**src/design/ffba_pkg.sv**
```systemverilog
package ffba_pkg;

    // Default pool geometry
    localparam int BLOCK_COUNT_DEF = 64;
    localparam int BLOCK_BYTES_DEF = 64;

    // Fixed field widths
    localparam int SIZE_W = 16;
    localparam int OFFS_W = 12;
    localparam int CNT_W  = 7;

    // Request codes
    localparam logic OP_ALLOC = 1'b0;
    localparam logic OP_FREE  = 1'b1;

    typedef struct packed {
        logic              op;
        logic [SIZE_W-1:0] size_bytes;
        logic [OFFS_W-1:0] free_offset;
    } req_t;

    typedef struct packed {
        logic              ok;
        logic [OFFS_W-1:0] block_offset;
        logic [CNT_W-1:0]  free_blocks;
        logic [CNT_W-1:0]  used_blocks;
    } rsp_t;

    // Broadcast controls from the sequencer to every cell
    typedef struct packed {
        logic cand_set;    // current cell joins the candidate run
        logic cand_first;  // current cell opens the candidate run
        logic cand_clr;    // drop the candidate run
        logic commit;      // mark the candidate run used
        logic release_cur; // release the current cell
        logic kill;        // remove the scan token
    } ctrl_t;

endpackage

```
**src/design/ffba_cell.sv**
```systemverilog
module ffba_cell (
    input  logic           aclk,
    input  logic           aresetn,
    input  logic           token_in,
    input  ffba_pkg::ctrl_t ctrl,
    output logic           token_out,
    output logic           used,
    output logic           first
);

    logic token_reg, used_reg, first_reg, cand_reg, candf_reg;
    logic token_next, used_next, first_next, cand_next, candf_next;
    logic hit, hit_first;

    assign hit       = token_reg & ctrl.cand_set;
    assign hit_first = hit & ctrl.cand_first;

    // Update token, candidate marks and block state
    always_comb begin
        token_next = ctrl.kill ? 1'b0 : token_in;
        used_next  = used_reg;
        first_next = first_reg;
        cand_next  = cand_reg | hit;
        candf_next = candf_reg | hit_first;
        if (ctrl.commit && (cand_reg || hit)) begin
            used_next  = 1'b1;
            first_next = candf_reg | hit_first;
        end
        if (ctrl.release_cur && token_reg) begin
            used_next  = 1'b0;
            first_next = 1'b0;
        end
        if (ctrl.cand_clr) begin
            cand_next  = 1'b0;
            candf_next = 1'b0;
        end
    end

    always_ff @(posedge aclk) begin
        if (!aresetn) begin
            token_reg <= 1'b0;
            used_reg  <= 1'b0;
            first_reg <= 1'b0;
            cand_reg  <= 1'b0;
            candf_reg <= 1'b0;
        end else begin
            token_reg <= token_next;
            used_reg  <= used_next;
            first_reg <= first_next;
            cand_reg  <= cand_next;
            candf_reg <= candf_next;
        end
    end

    assign token_out = token_reg;
    assign used      = token_reg & used_reg;
    assign first     = token_reg & first_reg;

endmodule

```
**src/design/first_fit_block_allocator_unit.sv**
```systemverilog
// First-fit block pool allocator. Each request (allocate a byte size, or free a
// byte offset) gives exactly one result with the free and used block counts
// after it. The pool is a row of BLOCK_COUNT cells, one per block; a scan token
// walks the row one cell per clock and stops early on a successful allocation
// or when a freed run ends; a zero-size allocation skips the scan. One request
// is in work at a time; the next may be taken while the previous result waits.
module first_fit_block_allocator_unit #(
    parameter int BLOCK_COUNT = ffba_pkg::BLOCK_COUNT_DEF,
    parameter int BLOCK_BYTES = ffba_pkg::BLOCK_BYTES_DEF
) (
    input  logic           aclk,
    input  logic           aresetn,
    input  logic           s_valid,
    output logic           s_ready,
    input  ffba_pkg::req_t s_data,
    output logic           m_valid,
    input  logic           m_ready,
    output ffba_pkg::rsp_t m_data
);

    localparam int CW    = $clog2(BLOCK_COUNT + 1);
    localparam int POS_W = $clog2(BLOCK_COUNT * BLOCK_BYTES) + 1;
    localparam int FB_W  = $clog2(65536 + BLOCK_BYTES) + 1;
    localparam int EXT_W = POS_W + ffba_pkg::OFFS_W;

    typedef enum logic [1:0] {ST_IDLE, ST_SCAN, ST_FIN} state_t;

    state_t                      state_reg, state_next;
    logic                        op_reg, op_next;
    logic [ffba_pkg::SIZE_W-1:0] size_reg, size_next;
    logic [ffba_pkg::OFFS_W-1:0] offs_reg, offs_next;
    logic [POS_W-1:0]            pos_reg, pos_next, start_reg, start_next;
    logic [CW-1:0]               found_reg, found_next, len_reg, len_next;
    logic [FB_W-1:0]             fbytes_reg, fbytes_next, fb_sum;
    logic                        clr_reg, clr_next;
    logic                        rok_reg, rok_next;
    logic [ffba_pkg::OFFS_W-1:0] roff_reg, roff_next;
    logic [CW-1:0]               fcnt_reg, fcnt_next, ucnt_reg, ucnt_next;
    ffba_pkg::rsp_t              out_reg, out_next;
    logic                        mv_reg, mv_next;

    ffba_pkg::ctrl_t             ctrl;
    logic [BLOCK_COUNT:0]        tok;
    logic [BLOCK_COUNT-1:0]      used_v, first_v;
    logic                        cur_used, cur_first, last, accept, zero_alloc, hit;
    logic [EXT_W-1:0]            start_ext;

    // Row of cells, token handed to the right each cycle
    genvar g;
    generate
        for (g = 0; g < BLOCK_COUNT; g++) begin : g_cell
            ffba_cell u_cell (
                .aclk     (aclk),
                .aresetn  (aresetn),
                .token_in (tok[g]),
                .ctrl     (ctrl),
                .token_out(tok[g+1]),
                .used     (used_v[g]),
                .first    (first_v[g])
            );
        end
    endgenerate

    assign cur_used   = |used_v;
    assign cur_first  = |first_v;
    assign last       = tok[BLOCK_COUNT];
    assign accept     = s_valid && s_ready;
    assign zero_alloc = (s_data.op == ffba_pkg::OP_ALLOC) && (s_data.size_bytes == '0);
    assign tok[0]     = accept && !zero_alloc;
    assign fb_sum     = fbytes_reg + FB_W'(BLOCK_BYTES);
    assign hit        = EXT_W'(pos_reg) == EXT_W'(offs_reg);
    assign start_ext  = EXT_W'(start_reg);

    // Sequencer
    always_comb begin
        state_next  = state_reg;
        op_next     = op_reg;
        size_next   = size_reg;
        offs_next   = offs_reg;
        pos_next    = pos_reg;
        start_next  = start_reg;
        found_next  = found_reg;
        len_next    = len_reg;
        fbytes_next = fbytes_reg;
        clr_next    = clr_reg;
        rok_next    = rok_reg;
        roff_next   = roff_reg;
        fcnt_next   = fcnt_reg;
        ucnt_next   = ucnt_reg;
        out_next    = out_reg;
        mv_next     = mv_reg && !m_ready;
        ctrl        = '0;

        unique case (state_reg)
            ST_IDLE: begin
                if (accept) begin
                    op_next     = s_data.op;
                    size_next   = s_data.size_bytes;
                    offs_next   = s_data.free_offset;
                    pos_next    = '0;
                    found_next  = '0;
                    len_next    = '0;
                    fbytes_next = '0;
                    clr_next    = 1'b0;
                    rok_next    = 1'b0;
                    roff_next   = '0;
                    state_next  = zero_alloc ? ST_FIN : ST_SCAN;
                end
            end
            ST_SCAN: begin
                pos_next = pos_reg + POS_W'(BLOCK_BYTES);
                if (op_reg == ffba_pkg::OP_ALLOC) begin
                    if (!cur_used) begin
                        ctrl.cand_set   = 1'b1;
                        ctrl.cand_first = (found_reg == '0);
                        if (found_reg == '0) begin
                            start_next = pos_reg;
                        end
                        found_next  = found_reg + CW'(1);
                        fbytes_next = fb_sum;
                        if (fb_sum >= FB_W'(size_reg)) begin
                            ctrl.commit   = 1'b1;
                            ctrl.cand_clr = 1'b1;
                            ctrl.kill     = 1'b1;
                            fcnt_next     = fcnt_reg - found_next;
                            ucnt_next     = ucnt_reg + found_next;
                            rok_next      = 1'b1;
                            roff_next     = ffba_pkg::OFFS_W'((found_reg == '0) ?
                                            EXT_W'(pos_reg) : start_ext);
                            state_next    = ST_FIN;
                        end else if (last) begin
                            ctrl.cand_clr = 1'b1;
                            ctrl.kill     = 1'b1;
                            state_next    = ST_FIN;
                        end
                    end else begin
                        ctrl.cand_clr = 1'b1;
                        found_next    = '0;
                        fbytes_next   = '0;
                        if (last) begin
                            ctrl.kill  = 1'b1;
                            state_next = ST_FIN;
                        end
                    end
                end else begin
                    // Free: find the run head, then release until the run ends
                    if (!clr_reg) begin
                        if (hit && cur_first) begin
                            ctrl.release_cur = 1'b1;
                            clr_next         = 1'b1;
                            len_next         = CW'(1);
                            if (last) begin
                                ctrl.kill  = 1'b1;
                                fcnt_next  = fcnt_reg + CW'(1);
                                ucnt_next  = ucnt_reg - CW'(1);
                                rok_next   = 1'b1;
                                state_next = ST_FIN;
                            end
                        end else if (last) begin
                            ctrl.kill  = 1'b1;
                            state_next = ST_FIN;
                        end
                    end else if (cur_used && !cur_first) begin
                        ctrl.release_cur = 1'b1;
                        len_next         = len_reg + CW'(1);
                        if (last) begin
                            ctrl.kill  = 1'b1;
                            fcnt_next  = fcnt_reg + len_next;
                            ucnt_next  = ucnt_reg - len_next;
                            rok_next   = 1'b1;
                            state_next = ST_FIN;
                        end
                    end else begin
                        ctrl.kill  = 1'b1;
                        fcnt_next  = fcnt_reg + len_reg;
                        ucnt_next  = ucnt_reg - len_reg;
                        rok_next   = 1'b1;
                        state_next = ST_FIN;
                    end
                end
            end
            ST_FIN: begin
                if (!mv_reg || m_ready) begin
                    out_next.ok           = rok_reg;
                    out_next.block_offset = roff_reg;
                    out_next.free_blocks  = ffba_pkg::CNT_W'(fcnt_reg);
                    out_next.used_blocks  = ffba_pkg::CNT_W'(ucnt_reg);
                    mv_next               = 1'b1;
                    state_next            = ST_IDLE;
                end
            end
            default: state_next = ST_IDLE;
        endcase
    end

    always_ff @(posedge aclk) begin
        if (!aresetn) begin
            state_reg <= ST_IDLE;
            mv_reg    <= 1'b0;
            fcnt_reg  <= CW'(BLOCK_COUNT);
            ucnt_reg  <= '0;
        end else begin
            state_reg <= state_next;
            mv_reg    <= mv_next;
            fcnt_reg  <= fcnt_next;
            ucnt_reg  <= ucnt_next;
        end
        op_reg     <= op_next;
        size_reg   <= size_next;
        offs_reg   <= offs_next;
        pos_reg    <= pos_next;
        start_reg  <= start_next;
        found_reg  <= found_next;
        len_reg    <= len_next;
        fbytes_reg <= fbytes_next;
        clr_reg    <= clr_next;
        rok_reg    <= rok_next;
        roff_reg   <= roff_next;
        out_reg    <= out_next;
    end

    assign s_ready = (state_reg == ST_IDLE);
    assign m_valid = mv_reg;
    assign m_data  = out_reg;

`ifndef SYNTHESIS
    a_one_token: assert property (@(posedge aclk) disable iff (!aresetn)
        $onehot0(tok[BLOCK_COUNT:1]))
        else $error("more than one scan token in the row");
    a_idle_no_token: assert property (@(posedge aclk) disable iff (!aresetn)
        (state_reg == ST_IDLE) |-> (tok[BLOCK_COUNT:1] == '0))
        else $error("scan token left in the row while idle");
    a_counts_sum: assert property (@(posedge aclk) disable iff (!aresetn)
        (fcnt_reg + ucnt_reg) == CW'(BLOCK_COUNT))
        else $error("free and used counts disagree with the pool size");
`endif

endmodule

```
**config.mk**
```make
export PLATFORM = sky130hd
export DESIGN_NAME = first_fit_block_allocator_unit
export DESIGN_NICKNAME = d
export VERILOG_FILES = /design/src/design/ffba_pkg.sv /design/src/design/ffba_cell.sv /design/src/design/first_fit_block_allocator_unit.sv
export SDC_FILE = /design/constraint.sdc
export NUM_CORES = 1
export LEC_CHECK = 0
export ABC_AREA = 1
export BUFFER_PORTS_ARGS = -buffer_cell sky130_fd_sc_hd__buf_2
export CAP_MARGIN = 25
export CORE_ASPECT_RATIO = 0.6
export CORE_MARGIN = 2
export CORE_UTILIZATION = 50
export DETAILED_ROUTE_END_ITERATION = 7
export PLACE_DENSITY = 0.73
export SLEW_MARGIN = 20
export SYNTH_ARGS = -nofsm -noshare
export SYNTH_HDL_FRONTEND = slang
export SYNTH_SLANG_ARGS = --single-unit
```
**constraint.sdc**
```tcl
create_clock -name aclk -period 6.1 [get_ports aclk]
set_clock_uncertainty 0.1 [all_clocks]
set_input_delay 1.22 -clock aclk [delete_from_list [all_inputs] [get_ports aclk]]
set_output_delay 1.22 -clock aclk [all_outputs]
set_load 0.01 [all_outputs]
```
==> flow_summary.json <==
{
  "status": "completed",
  "drt-wirelength-per-cell_microns": 15.0,
  "finalCriticalPeriod_ns": 4.13,
  "layout_commonest_cell": "inv_1",
  "cts_buffer_depth": 3,
  "cp.required_ns": 6.48,
  "final.setup.tns_ns": 0,
  "hold_violations": 0,
  "endpoint_kind": "register",
  "worstPathMaxFanout": 10,
  "row_count": 55,
  "clk_latency_ns": 0.55,
  "ys_ff_latch": 440,
  "vias": 14700,
  "power_mw": 6.08,
  "synth_xor_xnor_area_share": 0.0114,
  "drive_above_1_share": 0.130,
  "start_util": 0.508,
  "die_height_microns": 156,
  "cts.sinks": 440,
  "synth.area.top_cells": "dfxtp_1 (35%), edfxtp_1 (16%), inv_1 (8.2%), nor2_1 (7.6%), nand2_1 (6.1%)",
  "gp_congestion": 0.865,
  "setup_violations": 0,
  "clk_pin_slew_worst_paths_ns": 0.07,
  "dpl.hpwl_mm": 28.2,
  "grt_pass1_vias": 14100,
  "max_cap_violations": 0,
  "area_growth_pct": 9.32,
  "synth_edf_count": 103,
  "nNetsFinal": 2418,
  "ant_nets": 0,
  "pin_count": 62,
  "final_cell_mix": "inv_1 (419), nor2_1 (387), dfxtp_1 (337)",
  "path_class": "register to register",
  "p_leak_nw": 7.82,
  "ys_types": 42,
  "synthAdderAreaFrac": 0.0237,
  "peakVddDrop_uv": 186,
  "grt_start_max_net_pins": 129,
  "hp-class": "register to register",
  "tightest_slew_ns": 0.952,
  "timing.fmax_mhz": 242,
  "coreArea_sq_um": 37700,
  "grt_overflow": 0,
  "hold_buffers": 0,
  "rsz0062_at_grt": "false",
  "die_x_microns": 257,
  "via_per_inst": 5.08,
  "final_cells": 2891,
  "grt_antenna_before_repair": 0,
  "syn_area_sq_um": 19100,
  "cts_inserted_buffers": 39,
  "synthMuxAreaShare": 0,
  "syn_inst": 2317,
  "dieArea_sq_um": 39900,
  "cts-resized-gates": 0,
  "seq_area_frac_synth": 0.514,
  "grt_pass1_wl_mm": 71.0,
  "remaining_drc_errors": 0,
  "cts_tree": "done",
  "synth-compound-area-share": 0.117,
  "port_buffers": 55,
  "drt_iter0_markers": 1162,
  "yosysWarnings": 0,
  "cp.arrival_ns": 4.51,
  "p_per_area_nw_per_um2": 290,
  "place_inst": 2821,
  "ys.flop_type": "dfxtp_1",
  "postSynthAreaPerCell_sq_um": 8.26,
  "yosysTopAreaCell": "dfxtp_1",
  "maxSlewHeadroom": 0.365,
  "grtUsageTotal": 0.217,
  "synthSimpleGateAreaFrac": 0.224,
  "postCtsSetupRepairBufs": 0,
  "slew_violations": 0,
  "dr.pass1.iters": 6,
  "cts_root_buffer": "clkbuf_16",
  "synth_top_family_by_area": "simple AND/OR/NAND/NOR gates",
  "setup_slack_ns": 1.97,
  "antennaDiodeCount": 0,
  "htree_num_levels": 2,
  "yosysTopAreaCellShare": 0.352,
  "period_share": 0.677,
  "dp_slack_ns": 1.90,
  "nFillCells": 3410,
  "synthArstFlopShare": 0,
  "critPathLaunchType": "register",
  "drt_wl_total_mm": 43.3
}
[synth_stat cells, types with 33 or more instances]
library cell    n
inv_1         419
nor2_1        389
dfxtp_1       337
nand2_1       312
a21oi_1       169
o21ai_0       109
nor3_2        105
edfxtp_1      103
o21ai_1        59
o21ai_2        50
buf_2          44
nand3_1        34
ha_1           33
[routing by layer]
metal / vias up / share of wire / global-route usage
met3: 38 / 0.068 / 0.0354
met5: - / 0 / 0
met4: 0 / 0.010 / 0.0449
li1: 7369 / - / -
met2: 393 / 0.43 / 0.330
met1: 6877 / 0.50 / 0.325
[logic make-up (layout without fill, tap and decap cells)]
family / Yosys count / after routing
other: 1 / 6
adders and majority gates: 35 / 35
AOI/OAI and AO/OA: 402 / 402
buffers and inverters: 508 / 564
DFF: 440 / 440
and+or+nand+nor: 906 / 906
xor gates and xnor gates: 25 / 25
[area by class of cell]
cell class              instances  area [sq um]  area share
clock buffers                  61          1140      0.0546
clock inverters                 8          50.0     0.00239
inverters                     426          1600      0.0764
multi-input cells            1374          7250       0.346
flip-flops and latches        440          9840       0.470
well taps                     513           642      0.0307
repair buffers                 69           413      0.0197
[through the flow]
step                utilization  hold slack, ns  area [sq um]
floorplan                     -           0.300         19200
global placement          0.523           0.301         19700
detailed placement        0.523           0.306         19700
CTS                       0.554           0.321         20900
global route              0.555           0.324         20900
finish                    0.555           0.319         20900
[final timing paths]
path	from	end	slack, ns	depth (start not counted)
worst max register to register	g_cell[52].u_cell.token_out	ucnt_reg[6]	1.97	26
worst max-delay path	g_cell[52].u_cell.token_out	ucnt_reg[6]	1.97	26
worst min register to register	roff_reg[11]	m_data[25]	0.32	0
worst min-delay path	roff_reg[11]	m_data[25]	0.32	0
[critical path, stage by stage (launching register included)]
cell and delay, ns:
dfxtp_1 0.32, nand2_1 0.10, nand2_1 0.06, nor2_1 0.28, nand2_1 0.15, nor2_1 0.14, nand2_2 0.11, inv_1 0.08
nand2_2 0.09, nand2_2 0.15, clkinv_1 0.23, nand2_1 0.12, o211ai_1 0.08, o21ai_0 0.30, inv_1 0.19, fa_1 0.48
nand3_1 0.12, nand2_1 0.07, nand2_1 0.08, nand2_1 0.05, a21oi_1 0.27, inv_1 0.07, nand3_1 0.11, nand2_1 0.06
nor2_1 0.10, nor2_1 0.05, nor2_1 0.09
[power breakdown]
| part | total, mW | leakage, nW | internal (mW) | switching, mW |
|---|---|---|---|---|
| logic | 0.572 | 3.51 | 0.167 | 0.405 |
| clock network | 2.36 | 0.592 | 1.29 | 1.07 |
| registers | 3.15 | 3.72 | 3.08 | 0.0622 |
| total | 6.08 | 7.82 | 4.54 | 1.54 |
Power figures use the tool's default switching activity.
